## config.mk

```make
export PLATFORM = sky130hd
export DESIGN_NAME = i2c_register_access_master
export DESIGN_NICKNAME = d
export VERILOG_FILES = /design/src/rtl/i2cram_pkg.sv /design/src/rtl/i2c_register_access_master.sv /design/src/rtl/i2cram_seq.sv
export SDC_FILE = /design/constraint.sdc
export NUM_CORES = 1
export LEC_CHECK = 0
export ABC_CLOCK_PERIOD_IN_PS = 8800
export BUFFER_PORTS_ARGS = -buffer_cell sky130_fd_sc_hd__buf_2
export CAP_MARGIN = 25
export CELL_PAD_IN_SITES_DETAIL_PLACEMENT = 1
export CELL_PAD_IN_SITES_GLOBAL_PLACEMENT = 1
export CORE_MARGIN = 4
export CORE_UTILIZATION = 38
export CTS_CLUSTER_DIAMETER = 150
export CTS_CLUSTER_SIZE = 24
export DETAILED_ROUTE_END_ITERATION = 10
export HOLD_SLACK_MARGIN = 0.03
export PLACE_DENSITY = 0.67
export SLEW_MARGIN = 5
export SYNTH_ARGS = -nofsm -noshare
export SYNTH_HDL_FRONTEND = slang
export SYNTH_SLANG_ARGS = --single-unit
```

## constraint.sdc

```tcl
create_clock -name clk -period 8.8 [get_ports clk]
set_input_delay 1.76 -clock clk [delete_from_list [all_inputs] [get_ports clk]]
set_output_delay 1.76 -clock clk [all_outputs]
set_load 0.05 [all_outputs]
```

## src/rtl/i2cram_pkg.sv

```systemverilog
// shared types and constants for the i2c register access master
// no dependencies; imported by every rtl file of the block
package i2cram_pkg;

    // bus sequencer segments
    typedef enum logic [3:0] {
        SEG_IDLE    = 4'd0,
        SEG_START   = 4'd1,
        SEG_DEVW    = 4'd2,
        SEG_REG     = 4'd3,
        SEG_DATA    = 4'd4,
        SEG_RESTART = 4'd5,
        SEG_DEVR    = 4'd6,
        SEG_RECV    = 4'd7,
        SEG_STOP    = 4'd8
    } seg_t;

    // command codes
    localparam logic CMD_WRITE = 1'b0;
    localparam logic CMD_READ  = 1'b1;

    // read/write bit appended to the device address
    localparam logic RW_WRITE = 1'b0;
    localparam logic RW_READ  = 1'b1;

    localparam logic [15:0] PHASE_TICKS_RESET = 16'd400;
    localparam logic [3:0]  BYTE_BITS         = 4'd8;
    localparam logic [3:0]  LAST_BIT          = 4'd7;
    localparam logic [1:0]  COND_LAST_SUB     = 2'd2;

    // one input beat
    typedef struct packed {
        logic       start_request;
        logic       command;
        logic [6:0] device_address;
        logic [7:0] register_address;
        logic [7:0] write_data;
        logic       sda_in;
    } i2cram_in_t;

    // one result beat
    typedef struct packed {
        logic       scl_out;
        logic       sda_out;
        logic       busy_res;
        logic       done_res;
        logic [7:0] read_data;
    } i2cram_out_t;

endpackage

```

## src/rtl/i2c_register_access_master.sv

```systemverilog
// Single-byte I2C register read/write master. Every request beat is one bus tick:
// the sequencer advances once per accepted beat and returns exactly one response
// beat with the SCL/SDA drive levels, busy, done and the last read byte. A beat is
// accepted every cycle while req_stall is low, and its response is registered; a two-entry
// output buffer (result register plus skid register) lets one more beat in while
// the response side stalls, after which req_stall rises. Bus timing counts beats,
// phase_ticks (cfg_wr_data) of them per waveform step, zero meaning one.
// Depends on i2cram_pkg and i2cram_seq.
module i2c_register_access_master
    import i2cram_pkg::*;
(
    input  logic        clk,
    input  logic        rst_n,
    input  logic        req_valid,
    output logic        req_stall,
    input  i2cram_in_t  req_data,
    output logic        rsp_valid,
    input  logic        rsp_stall,
    output i2cram_out_t rsp_data,
    input  logic        cfg_wr_en,
    input  logic [15:0] cfg_wr_data
);

    logic        accept;
    logic        take;
    i2cram_out_t result;

    logic        out_valid_reg, out_valid_next;
    i2cram_out_t out_data_reg, out_data_next;
    logic        skid_valid_reg, skid_valid_next;
    i2cram_out_t skid_data_reg, skid_data_next;

    assign req_stall = skid_valid_reg;
    assign accept    = req_valid && !req_stall;
    assign take      = out_valid_reg && !rsp_stall;

    i2cram_seq u_seq (
        .clk         (clk),
        .rst_n       (rst_n),
        .step        (accept),
        .req         (req_data),
        .cfg_wr_en   (cfg_wr_en),
        .cfg_wr_data (cfg_wr_data),
        .rsp         (result)
    );

    // output register and skid stage
    always_comb
    begin
        out_valid_next  = out_valid_reg;
        out_data_next   = out_data_reg;
        skid_valid_next = skid_valid_reg;
        skid_data_next  = skid_data_reg;
        priority if (take && skid_valid_reg)
        begin
            out_data_next   = skid_data_reg;
            skid_valid_next = 1'b0;
        end
        else if (take || !out_valid_reg)
        begin
            out_valid_next = accept;
            if (accept)
            begin
                out_data_next = result;
            end
        end
        else if (accept)
        begin
            skid_valid_next = 1'b1;
            skid_data_next  = result;
        end
    end

    // control flags
    always_ff @(posedge clk or negedge rst_n)
    begin
        if (!rst_n)
        begin
            out_valid_reg  <= 1'b0;
            skid_valid_reg <= 1'b0;
        end
        else
        begin
            out_valid_reg  <= out_valid_next;
            skid_valid_reg <= skid_valid_next;
        end
    end

    // beat payloads
    always_ff @(posedge clk)
    begin
        out_data_reg  <= out_data_next;
        skid_data_reg <= skid_data_next;
    end

    assign rsp_valid = out_valid_reg;
    assign rsp_data  = out_data_reg;

endmodule

```

## src/rtl/i2cram_seq.sv

```systemverilog
// bus sequencer: state registers and one-tick step logic of the i2c master
// depends on i2cram_pkg
module i2cram_seq
    import i2cram_pkg::*;
(
    input  logic        clk,
    input  logic        rst_n,
    input  logic        step,
    input  i2cram_in_t  req,
    input  logic        cfg_wr_en,
    input  logic [15:0] cfg_wr_data,
    output i2cram_out_t rsp
);

    seg_t        seg_reg, seg_next;
    logic [1:0]  sub_reg, sub_next;
    logic [3:0]  bit_cnt_reg, bit_cnt_next;
    logic [7:0]  tx_reg, tx_next;
    logic [7:0]  rx_reg, rx_next;
    logic [15:0] tick_reg, tick_next;
    logic [6:0]  dev_reg, dev_next;
    logic [7:0]  regaddr_reg, regaddr_next;
    logic [7:0]  wdata_reg, wdata_next;
    logic        cmd_reg, cmd_next;
    logic [7:0]  rdata_reg, rdata_next;
    logic [15:0] phase_ticks_reg;

    logic [15:0] limit;
    logic        step_end;
    logic        enter;
    seg_t        enter_seg;
    logic        done;
    logic [7:0]  rx_shifted;

    // phase length register, zero acts as one
    always_ff @(posedge clk or negedge rst_n)
    begin
        if (!rst_n)
        begin
            phase_ticks_reg <= PHASE_TICKS_RESET;
        end
        else if (cfg_wr_en)
        begin
            phase_ticks_reg <= cfg_wr_data;
        end
    end

    assign limit      = (phase_ticks_reg == 16'd0) ? 16'd1 : phase_ticks_reg;
    assign step_end   = (({1'b0, tick_reg} + 17'd1) >= {1'b0, limit});
    assign rx_shifted = {rx_reg[6:0], req.sda_in};

    // next state for one tick
    always_comb
    begin
        seg_next     = seg_reg;
        sub_next     = sub_reg;
        bit_cnt_next = bit_cnt_reg;
        tx_next      = tx_reg;
        rx_next      = rx_reg;
        tick_next    = tick_reg;
        dev_next     = dev_reg;
        regaddr_next = regaddr_reg;
        wdata_next   = wdata_reg;
        cmd_next     = cmd_reg;
        rdata_next   = rdata_reg;
        enter        = 1'b0;
        enter_seg    = SEG_IDLE;
        done         = 1'b0;

        unique case (seg_reg)
            SEG_START, SEG_RESTART, SEG_STOP:
            begin
                if (!step_end)
                begin
                    tick_next = tick_reg + 16'd1;
                end
                else if (sub_reg < COND_LAST_SUB)
                begin
                    tick_next = 16'd0;
                    sub_next  = sub_reg + 2'd1;
                end
                else
                begin
                    enter = 1'b1;
                    if (seg_reg == SEG_START)
                    begin
                        enter_seg = SEG_DEVW;
                    end
                    else if (seg_reg == SEG_RESTART)
                    begin
                        enter_seg = SEG_DEVR;
                    end
                    else
                    begin
                        enter_seg = SEG_IDLE;
                        done      = 1'b1;
                    end
                end
            end
            SEG_DEVW, SEG_REG, SEG_DATA, SEG_DEVR, SEG_RECV:
            begin
                if (!step_end)
                begin
                    tick_next = tick_reg + 16'd1;
                end
                else if (sub_reg == 2'd0)
                begin
                    tick_next = 16'd0;
                    sub_next  = 2'd1;
                end
                else if (bit_cnt_reg < BYTE_BITS)
                begin
                    // end of a bit's high phase
                    tick_next = 16'd0;
                    if (seg_reg == SEG_RECV)
                    begin
                        rx_next = rx_shifted;
                        if (bit_cnt_reg == LAST_BIT)
                        begin
                            rdata_next = rx_shifted;
                        end
                    end
                    else
                    begin
                        tx_next = {tx_reg[6:0], 1'b0};
                    end
                    bit_cnt_next = bit_cnt_reg + 4'd1;
                    sub_next     = 2'd0;
                end
                else
                begin
                    // ack or nack clock done, move on
                    enter = 1'b1;
                    unique case (seg_reg)
                        SEG_DEVW: enter_seg = SEG_REG;
                        SEG_REG:  enter_seg = (cmd_reg == CMD_READ) ? SEG_RESTART : SEG_DATA;
                        SEG_DATA: enter_seg = SEG_STOP;
                        SEG_DEVR: enter_seg = SEG_RECV;
                        default:  enter_seg = SEG_STOP;
                    endcase
                end
            end
            default:
            begin
                // idle: latch a new request
                seg_next = SEG_IDLE;
                if (req.start_request)
                begin
                    dev_next     = req.device_address;
                    regaddr_next = req.register_address;
                    wdata_next   = req.write_data;
                    cmd_next     = req.command;
                    enter        = 1'b1;
                    enter_seg    = SEG_START;
                end
            end
        endcase

        // segment entry: clear counters, load the byte to send
        if (enter)
        begin
            seg_next     = enter_seg;
            sub_next     = 2'd0;
            bit_cnt_next = 4'd0;
            tick_next    = 16'd0;
            unique case (enter_seg)
                SEG_DEVW: tx_next = {dev_next, RW_WRITE};
                SEG_REG:  tx_next = regaddr_next;
                SEG_DATA: tx_next = wdata_next;
                SEG_DEVR: tx_next = {dev_next, RW_READ};
                SEG_RECV: rx_next = 8'd0;
                default:  ;
            endcase
        end
    end

    // bus levels after this tick's update
    always_comb
    begin
        rsp.busy_res  = (seg_next != SEG_IDLE);
        rsp.done_res  = done;
        rsp.read_data = rdata_next;
        unique case (seg_next)
            SEG_START, SEG_RESTART:
            begin
                rsp.scl_out = (sub_next != 2'd0);
                rsp.sda_out = (sub_next != 2'd2);
            end
            SEG_STOP:
            begin
                rsp.scl_out = (sub_next != 2'd0);
                rsp.sda_out = (sub_next == 2'd2);
            end
            SEG_DEVW, SEG_REG, SEG_DATA, SEG_DEVR:
            begin
                rsp.scl_out = sub_next[0];
                rsp.sda_out = (bit_cnt_next < BYTE_BITS) ? tx_next[7] : 1'b1;
            end
            SEG_RECV:
            begin
                rsp.scl_out = sub_next[0];
                rsp.sda_out = 1'b1;
            end
            default:
            begin
                rsp.scl_out = 1'b0;
                rsp.sda_out = 1'b1;
            end
        endcase
    end

    // state registers, updated once per accepted beat
    always_ff @(posedge clk or negedge rst_n)
    begin
        if (!rst_n)
        begin
            seg_reg     <= SEG_IDLE;
            sub_reg     <= 2'd0;
            bit_cnt_reg <= 4'd0;
            tx_reg      <= 8'd0;
            rx_reg      <= 8'd0;
            tick_reg    <= 16'd0;
            dev_reg     <= 7'd0;
            regaddr_reg <= 8'd0;
            wdata_reg   <= 8'd0;
            cmd_reg     <= CMD_WRITE;
            rdata_reg   <= 8'd0;
        end
        else if (step)
        begin
            seg_reg     <= seg_next;
            sub_reg     <= sub_next;
            bit_cnt_reg <= bit_cnt_next;
            tx_reg      <= tx_next;
            rx_reg      <= rx_next;
            tick_reg    <= tick_next;
            dev_reg     <= dev_next;
            regaddr_reg <= regaddr_next;
            wdata_reg   <= wdata_next;
            cmd_reg     <= cmd_next;
            rdata_reg   <= rdata_next;
        end
    end

endmodule

```

# Word level (Yosys, flattened, before mapping)
# Cells that the tools add are included.
totals:
  ff_bits: 116
  elab_cells: 166
  inputBits: 47
op_classes:
  n_bitwise: 3
  reduce_logical: 25
  muxes: 79
  add_sub_neg: 4
  n_lt_le_gt_ge: 4
  eq_ne: 27
op_table:
  columns: ["operator", "n"]
  rows:
  - ["$mux 8", 23]
  - ["$mux 16", 7]
  - ["$mux 4", 13]
  - ["$eq 4x3->1 const B", 12]
  - ["$mux 12", 3]
  - ["$pmux 16 s2", 1]
  - ["$pmux 8 s4", 1]
  - ["$eq 4x2->1 const B", 6]
  - ["$add 16x1->17 const B", 1]
  - ["$ge 17x16->1", 1]
  - ["$mux 1", 17]
  - ["$add 16x1->16 const B", 1]
  - ["$logic_not 16->1", 1]
  - ["$mux 7", 2]
  - ["$mux 2", 6]
  - ["$pmux 4 s3", 1]
  - ["$eq 4x1->1 const B", 2]
  - ["$eq 4x4->1 const B", 2]
  - ["$lt 4x4->1 const B", 2]
  - ["$pmux 2 s4", 1]
  - ["$pmux 4 s2", 1]
  - ["$reduce_or 8->1", 1]
  - ["$reduce_and 2->1", 3]
  - ["$reduce_and 3->1", 2]
  - ["other kinds (23)", 32]

# Logic depth before layout (Yosys ltp)
# Gate-level depths: netlist of run 1.
depth:
  ltp_word: 14
  depth_mapped: 17
  mapped_depth_nobuf: 15

# Hierarchy
# A second synthesis of run 1 with hierarchy kept.
unflattened:
  hier_cells: 587
  area_unflattened_um2: 6303.5
modules_own_cells:
  columns: ["mod", "seq_area_each_um2", "area_per_inst_um2", "cells_per_inst", "instances"]
  rows:
  - ["i2cram_seq", 2230.9, 5286.3, 536, 1]
  - ["i2c_register_access_master", 770.7, 1017.2, 51, 1]

# Worst setup path after synthesis of run 1
# OpenSTA, ideal clock, no wires.
synth_timing:
  path_type: "register -> register"
  startpoint: "reg u_seq.tick_reg[0]"
  endpoint: "reg out_data_reg (netlist bit rsp_data[3]), data pin"
  t_arrival_ns: 3.924
  stages_incl_launch_ff: 17
  period_less_slack_ns: 4.184
  slack_ns: 4.616
  cell_sequence: "dfrtp_1 > ha_1 > nand4_1 > nor3_1 > nand3_1 > nor2_1 > xor2_1 > ha_1 > nand3_1 > or3_1 > a311o_1 > nand4_2 > nand2_2 > or4_4 > buf_6 > mux2_4 > mux2_2"
synth_rtl:
  columns: ["element", "line_no", "rtl"]
  rows:
  - ["start, declared", "i2cram_seq.sv:20", "logic [15:0] tick_reg, tick_next;"]
  - ["start signal, assigned", "i2cram_seq.sv:236", "tick_reg <= tick_next;"]
  - ["end signal, assigned", "i2c_register_access_master.sv:92", "out_data_reg <= out_data_next;"]
  - ["end, declared", "i2c_register_access_master.sv:29", "i2cram_out_t out_data_reg, out_data_next;"]

==> results.md, run 1 <==
* Status: finished, final reports clean
* Min cycle time layout at 4.89 ns
* Fin Hold WS at 0.490 ns
* Vias in the first global route at 5041
* Top Ports at 61
* Async S/R FF share, synth at 79.1%
* Synthesis-stage register bit count at 115
* Top delay family on crit path: simple AND/OR/NAND/NOR gates
* Setup WS post-layout at 3.91 ns
* CP Cell Sequence: ha_1 -> nand4_1 -> nor3_1 -> nand3_1 -> nor2_1 -> xor2_1 -> ha_1 -> nand3_1 -> or3_1 -> a311o_1 -> nand4_2 -> nand2_2 -> or4_4 -> mux2_4 -> mux2_2
* Crit path max fanout at 16
* CP Buf/Inv Count at 0
* Worst clock skew at 0.0144 ns
* Slowest CP cell: or4_4
* 1st-iter DRT viols at 289
* Final setup vio count at 0
* Die area at 0.0184 mm2
* N_diodes at 0
* Pre-CTS setup slack at 3.51 ns
* Post-CTS Resized at 0
* Die Ht at 135 um
* Period Utilization, post-route at 55.5%
* Power per cell area at 280 mW/mm2
* Remaining DRCs at 0
* CP arrival at 5.06 ns
* Fillers at 1788
* WL final at 16.2 mm
* Post-DRT Antenna Nets at 0
* Area share of the largest cell type after synthesis at 35.6%
* Library cells used by synthesis at 63
* First-pass GRT wire length at 26.2 mm
* Sequential cell area at 0.00300 mm2
* Area Overhead vs Synth at 18.6%
* Row cnt at 46
* TritonCTS Buffers at 17
* Final Hold Vio Count at 0
* Number of vias per cell at 5.55
* WP data required at 8.97 ns
* Initial core utilization at 38.9%
* DPL Wire Length at 11.7 mm
* CTS Root Cell: clkbuf_16
* EDFF count, synth at 24
* Core area at 0.0159 mm2
* Placed cell area at 0.00668 mm2
* Final Cell Area at 0.00733 mm2
* Synth Cell Area at 0.00618 mm2
* Die width at 135 um
* Synth area leaders: dfrtp_1, edfxtp_1, mux2_2, mux2_4, ha_1
* Top_reg_cell synth: dfrtp_1
* Leakage power at 3.29 nW
* Avg Cell Area, Syn at 10.7 um2
* Most common cell after layout, fill and taps aside: dfrtp_1
* Final Slew Violations at 0
* GRT Total Usage at 18.3%
* 1st-pass router iterations at 4
* Deepest clock path buffer count at 2
* Max Fclk at 0.205 GHz
* Share of cells above drive strength 1 at 25.0%
* Clock latency on the worst-skew pair at 0.43 ns
* Worst-Margin Slew at 0.966 ns
* Placer congestion estimate at 0.880
* Sequential area share after synthesis at 48.6%
* Initial antenna violation count at 0
* TNS Setup at 0 ns
* Worst setup path class: register to register
* Post-CTS setup repair buffer count at 0
* Most frequent cells in the layout: dfrtp_1, buf_2, nand2_1, o21ai_0, mux2_2
* Slowest cell delay on critical path at 0.66 ns
* MaxCap Viol Count at 0
* Net Count, Synth at 643
* VDD IR max at 0.142 mV
* Yosys warns at 0
* Total gr overflow at 0
* Area leader, netlist: dfrtp_1
* Layout net count at 704
* CP Launch Type: register
* Crit end category: register
* CTS H-tree depth at 4
* Pin count of the biggest net entering global routing at 48
* Vias at 4814
* I/O Buffers at 60
* CTS tree: done
* Avg WL per Cell at 18.6 um
* RSZ-0062 raised after global routing: false
* CTS Hold Bufs at 0
* Post-synthesis cell count at 577
* Worst-path clk slew at 0.06 ns
* Worst hold path class: register to register
* Relative slew slack at 35.6%
* Clock tree sinks at 115
* Multi-input logic area at 0.00297 mm2
-- tightest hold or removal path, delay by kind of cell, from the launching register on --
kind | cells | cell delay [ns]
DFF | 1 | 0.34
and+or+nand+nor | 1 | 0.05
AOI/OAI and AO/OA | 1 | 0.06
-- Yosys cell counts (all sizes together), types with 16 or more instances --
library cell,n
o21ai,41
nor2,26
dfrtp,88
clkbuf,25
nand2,53
mux2,53
edfxtp,24
a21oi,20
nor3,18
inv,22
ha,19
a22o,23
nand3,16
-- worst paths after layout --
path / from / to / slack (ns) / cells after the start
setup / recovery: u_seq.tick_reg[0] / rsp_data[5] / 3.91 / 15
hold / removal: u_seq.tx_reg[7] / u_seq.tx_reg[7] / 0.49 / 2
setup reg to reg: u_seq.tick_reg[0] / rsp_data[5] / 3.91 / 15
hold reg to reg: u_seq.tx_reg[7] / u_seq.tx_reg[7] / 0.49 / 2
max in group asynchronous: rst_n / u_seq.tick_reg[3] / 6.42 / 2
min in group asynchronous: rst_n / rsp_valid / 1.35 / 1
-- logic make-up after synthesis --
kind of cell | count (synthesis) | share of synthesized area (%)
xor+xnor | 17 | 2.41
mux | 59 | 11.6
flops | 115 | 48.6
compound gates | 149 | 16.5
simple gates | 167 | 13.6
fa+ha+maj | 19 | 3.85
buf+inv | 51 | 3.38
-- metrics by stage --
stage,total power [mW],util [%],cells
final,2.05,46.1,867
after global routing,2.17,46.1,867
after CTS,2.08,45.8,864
after detailed placement,1.36,42.1,832
after global placement,1.35,42.0,830
after floorplan,1.18,-,577
-- report_power, final --
group          internal (mW)  switching, mW  leakage [nW]  total [mW]
clock                  0.425          0.281         0.294       0.706
sequential             0.680          0.110          1.41       0.790
combinational          0.213          0.345          1.59       0.558
-- area by class of cell --
class / count / share of cell area (%)
clock inverter: 15 / 2.36
inverter: 22 / 1.13
tap: 216 / 3.69
sequential: 115 / 41.0
clock buffer: 17 / 5.81
multi-input combinational: 411 / 40.5
timing repair buffer: 71 / 5.57
-- per-layer routing --
metal	track usage [%]	vias up	part of all wire [%]
li1	-	2266	-
met2	29.6	110	48
met1	23.7	2413	46
met3	4.94	25	4.4
met5	0	-	0
met4	6.77	0	1.8
Power figures use the tool's default switching activity.
==> inputs of run 2 (changes only) <==
--- a/config.mk
+++ b/config.mk
@@ -5,7 +5,7 @@
 export SDC_FILE = /design/constraint.sdc
 export NUM_CORES = 1
 export LEC_CHECK = 0
-export ABC_CLOCK_PERIOD_IN_PS = 8800
+export ABC_CLOCK_PERIOD_IN_PS = 5100
 export BUFFER_PORTS_ARGS = -buffer_cell sky130_fd_sc_hd__buf_2
 export CAP_MARGIN = 25
 export CELL_PAD_IN_SITES_DETAIL_PLACEMENT = 1
==> constraint.sdc (replaced) <==
create_clock -name clk -period 5.1 [get_ports clk]
set_input_delay 1.02 -clock clk [delete_from_list [all_inputs] [get_ports clk]]
set_output_delay 1.02 -clock clk [all_outputs]
set_load 0.05 [all_outputs]
==> results.md, run 2 (synthesis gave the netlist of run 1 again) <==
* Core area at 0.0159 mm2
* Area Overhead vs Synth at 19.6%
* First-pass GRT wire length at 27.0 mm
* Min cycle time layout at 4.63 ns
* Slowest cell delay on critical path at 0.64 ns
* Post-CTS Resized at 0
* Worst-path clk slew at 0.06 ns
* CP Cell Sequence: ha_1 -> nand4_1 -> nor3_1 -> nand3_1 -> nor2_1 -> xor2_1 -> ha_1 -> nand3_1 -> or3_1 -> a311o_1 -> nand4_2 -> nand2_2 -> or4_4 -> mux2_4 -> mux2_2
* N_diodes at 0
* Share of cells above drive strength 1 at 25.9%
* Worst hold path class: register to register
* CP arrival at 4.80 ns
* Clock group share of total power at 34.9%
* Vias at 4791
* CTS Root Cell: clkbuf_16
* Top Ports at 61
* Remaining DRCs at 0
* Row cnt at 46
* CTS tree: done
* CTS Hold Bufs at 0
* I/O Buffers at 60
* Worst Hold End: u_seq.tx_reg[7]
* Avg WL per Cell at 18.4 um
* CP Buf/Inv Count at 0
* Deepest clock path buffer count at 2
* Worst-Margin Slew at 0.825 ns
* Reg-to-Reg Start: u_seq.tick_reg[0]
* Clock latency on the worst-skew pair at 0.43 ns
* Flop-to-flop setup slack at 0.47 ns
* Status: finished, final reports clean
* Leakage power at 3.32 nW
* Placer congestion estimate at 0.867
* DP Cell Count at 839
* Die area at 0.0184 mm2
* 1st-pass router iterations at 4
* Final Slew Violations at 0
* Die Ht at 135 um
* Worst r2r path cells at 15
* DPL Wire Length at 11.4 mm
* VDD IR max at 0.263 mV
* MaxCap Viol Count at 0
* Post-CTS setup repair buffer count at 0
* Slowest CP cell: or4_4
* Clock tree sinks at 115
* GRT Total Usage at 18.7%
* Comb power frac at 27.4%
* P_sw at 1.27 mW
* Number of vias per cell at 5.49
* 1st-iter DRT viols at 237
* CTS H-tree depth at 4
* Max Fclk at 0.216 GHz
* Power per cell area at 493 mW/mm2
* Reg-to-Reg End: rsp_data[3]
* HP Start: u_seq.tx_reg[7]
* Most frequent cells in the layout: dfrtp_1, buf_2, nand2_1, o21ai_0, mux2_2
* Worst setup path class: register to register
* Hold Path Cell Cnt at 2
* RSZ-0062 raised after global routing: false
* TNS Setup at 0 ns
* TritonCTS Buffers at 17
* Pin count of the biggest net entering global routing at 53
* Seq pwr share at 37.7%
* Post-DRT Antenna Nets at 0
* Crit end category: register
* Final setup vio count at 0
* Crit path max fanout at 9
* Die width at 135 um
* Top delay family on crit path: simple AND/OR/NAND/NOR gates
* Most common cell after layout, fill and taps aside: dfrtp_1
* CP Launch Type: register
* Layout net count at 709
* Worst clock skew at 0.0104 ns
* Final Hold Vio Count at 0
* WL final at 16.1 mm
* Total gr overflow at 0
* WP data required at 5.27 ns
* Period Utilization, post-route at 90.8%
* Initial antenna violation count at 0
* Fin cells at 872
* Sw Ratio at 34.7%
* Vias in the first global route at 5226
* Relative slew slack at 45.0%
* Internal Power at 2.38 mW
* Initial core utilization at 38.9%
## run 2: cell count changes in the layout (fill, tap and decap cells not counted), moves of 2 or more
| cell | previous run | this run |
|---|---|---|
| buf_4 | 9 | 16 |
| inv_6 | 3 | 5 |
| inv_8 | 3 | 0 |
| clkinv_2 | 2 | 0 |
| clkinv_4 | 4 | 2 |
| clkbuf_8 | 0 | 3 |
## run 2: layout make-up
cell class / count / area [um2]
clock inverter: 12 / 166
multi-input combinational: 411 / 2970
sequential: 115 / 3000
tap: 216 / 270
fill: 1802 / 8490
timing repair buffer: 76 / 430
clock buffer: 20 / 467
inverter: 22 / 82.6
## run 2: power by group through the flow
stage | combinational (mW) | clock (mW) | sequential [mW]
floorplan | 0.594 | 0 | 1.44
global placement | 0.945 | 0 | 1.38
detailed placement | 0.988 | 0 | 1.39
CTS | 1.00 | 1.30 | 1.37
global route | 1.11 | 1.34 | 1.40
finish | 0.998 | 1.27 | 1.37
## run 2: metal layers
metal,wire [um],track usage (%)
met5,0,0
met2,7810,30.5
met1,7420,24.9
met4,150,5.82
met3,664,4.12
## run 2: worst max-delay path by stage
| stage | from | cells past startpoint | slack, ns | endpoint |
|---|---|---|---|---|
| after floorplan | u_seq.tick_reg[0] | 16 | 0.92 | rsp_data[3] |
| after global placement | u_seq.tick_reg[0] | 16 | 0.68 | rsp_data[10] |
| after detailed placement | u_seq.tick_reg[0] | 16 | 0.53 | rsp_data[10] |
| after CTS | u_seq.tick_reg[0] | 16 | 0.43 | rsp_data[10] |
| after global routing | u_seq.tick_reg[0] | 16 | 0.14 | rsp_data[10] |
| final | u_seq.tick_reg[0] | 15 | 0.47 | rsp_data[3] |
## run 2: stage by stage
step	utilization [%]	area (um2)	hold slack (ns)	setup slack [ns]	power, mW
after detailed placement	42.4	6740	0.481	0.531	2.37
after global routing	46.5	7390	0.504	0.144	3.85
after global placement	42.3	6720	0.462	0.676	2.32
after floorplan	-	6180	0.444	0.916	2.04
final	46.5	7390	0.499	0.469	3.65
after CTS	46.4	7370	0.496	0.427	3.68
## run 2: worst register-to-register path, stage by stage (launching register included)
cell and delay [ns]:
dfrtp_1 0.44, ha_1 0.28, nand4_1 0.15, nor3_1 0.37, nand3_1 0.17, nor2_1 0.14, xor2_1 0.26, ha_1 0.22
nand3_1 0.12, or3_1 0.43, a311o_1 0.34, nand4_2 0.13, nand2_2 0.08, or4_4 0.64, mux2_4 0.35, mux2_2 0.27
==> inputs of run 3 (changes only) <==
--- a/config.mk
+++ b/config.mk
@@ -11,12 +11,12 @@
 export CELL_PAD_IN_SITES_DETAIL_PLACEMENT = 1
 export CELL_PAD_IN_SITES_GLOBAL_PLACEMENT = 1
 export CORE_MARGIN = 4
-export CORE_UTILIZATION = 38
+export CORE_UTILIZATION = 47
 export CTS_CLUSTER_DIAMETER = 150
 export CTS_CLUSTER_SIZE = 24
 export DETAILED_ROUTE_END_ITERATION = 10
 export HOLD_SLACK_MARGIN = 0.03
-export PLACE_DENSITY = 0.67
+export PLACE_DENSITY = 0.8
 export SLEW_MARGIN = 5
 export SYNTH_ARGS = -nofsm -noshare
 export SYNTH_HDL_FRONTEND = slang
==> results.md, run 3 (synthesis gave the netlist of run 1 again) <==
* Die area at 0.0150 mm2
* Total gr overflow at 0
* Top delay family on crit path: compound AO/OA/AOI/OAI gates
* Die width at 123 um
* Post-DRT Antenna Nets at 0
* Worst setup path class: register to register
* N_diodes at 0
* Fin Hold WS at 0.487 ns
* Layout net count at 709
* Power per cell area at 492 mW/mm2
* Crit end category: register
* CP Launch Type: register
* Area Overhead vs Synth at 18.5%
* Core area at 0.0127 mm2
* Most frequent cells in the layout: dfrtp_1, buf_2, nand2_1, o21ai_0, mux2_2
* CP arrival at 4.90 ns
* Wire length on met3 at 765 um
* Avg WL per Cell at 19.9 um
* GRT Total Usage at 23.3%
* Crit. Startpoint: u_seq.tick_reg[0]
* Deepest clock path buffer count at 2
* First-pass GRT wire length at 27.1 mm
* Period Utilization, post-route at 93.3%
* Worst-path clk slew at 0.05 ns
* Final setup vio count at 0
* Slowest cell delay on critical path at 0.49 ns
* Vias at 4905
* CTS Root Cell: clkbuf_16
* Leakage power at 3.31 nW
* Final Hold Vio Count at 0
* CTS tree: done
* MaxCap Viol Count at 0
* Slowest CP cell: a2111oi_1
* Wire length on met2 at 8.09 mm
* Post-CTS Resized at 0
* Worst r2r path cells at 16
* Pin count of the biggest net entering global routing at 55
* Flop-to-flop setup slack at 0.34 ns
* Post-CTS setup repair buffer count at 0
* Status: finished, final reports clean
* Vias in the first global route at 5266
* Multi-input logic area at 0.00297 mm2
* Placer congestion estimate at 0.920
* I/O Buffers at 60
* WL final at 16.5 mm
* Worst hold path class: register to register
* CP Cell Sequence: ha_1 -> nand4_1 -> nor3_2 -> nand3_1 -> nor2_1 -> xor2_1 -> ha_1 -> nand3_1 -> nor3_1 -> a2111oi_1 -> buf_4 -> and4_1 -> o21bai_1 -> a221o_1 -> a221oi_1 -> a31oi_1
* Clock latency on the worst-skew pair at 0.42 ns
* 1st-pass router iterations at 5
* Number of vias per cell at 5.93
* VDD IR max at 0.275 mV
* WP data required at 5.24 ns
* Clock tree sinks at 115
* Die Ht at 123 um
* CP Buf/Inv Count at 1
* Max Used Layer: met4
* Worst clock skew at 0.00880 ns
* TNS Setup at 0 ns
* Row cnt at 41
* Most common cell after layout, fill and taps aside: dfrtp_1
* Share of cells above drive strength 1 at 25.3%
* Sequential cell area at 0.00300 mm2
* 1st-iter DRT viols at 339
* CP Depth at 16
* HP Start: u_seq.tx_reg[6]
* RSZ-0062 raised after global routing: false
* Max Fclk at 0.210 GHz
* Min cycle time layout at 4.76 ns
* Reg-to-Reg Start: u_seq.tick_reg[0]
* Final Slew Violations at 0
* Worst-Margin Slew at 0.799 ns
* Crit path max fanout at 9
* DPL Wire Length at 11.4 mm
* Initial antenna violation count at 0
* CTS H-tree depth at 4
* Initial core utilization at 48.6%
* Relative slew slack at 46.7%
* Fillers at 1387
* Metal-1 WL at 7.35 mm
* Top Ports at 61
* Remaining DRCs at 0
* TritonCTS Buffers at 17
* Critical Path End: rsp_data[10]
* Reg-to-Reg End: rsp_data[10]
* CTS Hold Bufs at 0
run 3: cell count changes in the layout (fill, tap and decap cells not counted), sizes merged:
cell	before	now
clkinv	2	4
clkbuf	20	22
clkinvlp	2	1
inv	27	23
run 3: power breakdown:
part | leakage (nW) | switching [mW] | internal, mW
Sequential | 1.41 | 0.200 | 1.18
Clock | 0.295 | 0.418 | 0.804
Combinational | 1.61 | 0.616 | 0.384
Total | 3.31 | 1.23 | 2.37
run 3: through the flow:
| stage | area (um2) | util [%] | power [mW] | setup WS [ns] | cells |
|---|---|---|---|---|---|
| 2_1_floorplan | 6180 | - | 2.04 | 0.916 | 577 |
| 3_3_place_gp | 6670 | 52.4 | 2.31 | 0.518 | 793 |
| 3_5_place_dp | 6680 | 52.5 | 2.37 | 0.329 | 795 |
| 4_1_cts | 7280 | 57.3 | 3.62 | 0.120 | 826 |
| 5_1_grt | 7320 | 57.5 | 3.78 | 0.108 | 827 |
| 6_report | 7320 | 57.5 | 3.60 | 0.340 | 827 |
run 3: area by class of cell:
cell class,count,share of cell area [%]
clock buffers,22,6.50
inverters,22,1.13
clock inverters,9,1.74
well taps,172,2.94
repair buffers,76,6.05
multi-input cells,411,40.6
flip-flops and latches,115,41.0
run 3: worst min-delay path by stage:
stage | cells past startpoint | end | slack (ns)
finish | 2 | u_seq.tx_reg[6] | 0.49
floorplan | 2 | u_seq.tx_reg[7] | 0.44
global route | 1 | u_seq.dev_reg[1] | 0.51
detailed placement | 2 | u_seq.tx_reg[6] | 0.49
CTS | 2 | u_seq.tx_reg[6] | 0.49
global placement | 2 | u_seq.tx_reg[7] | 0.46
run 3: routing by layer:
metal / vias up / track usage, %
met2: 131 / 38.9
met5: - / 0
li1: 2272 / -
met4: 0 / 8.82
met3: 25 / 5.12
met1: 2477 / 29.6
run 3: tightest hold or removal path, stage by stage (launching register included):
cell and delay (ns):
dfrtp_1 0.34, nand2_1 0.05, o221ai_1 0.06
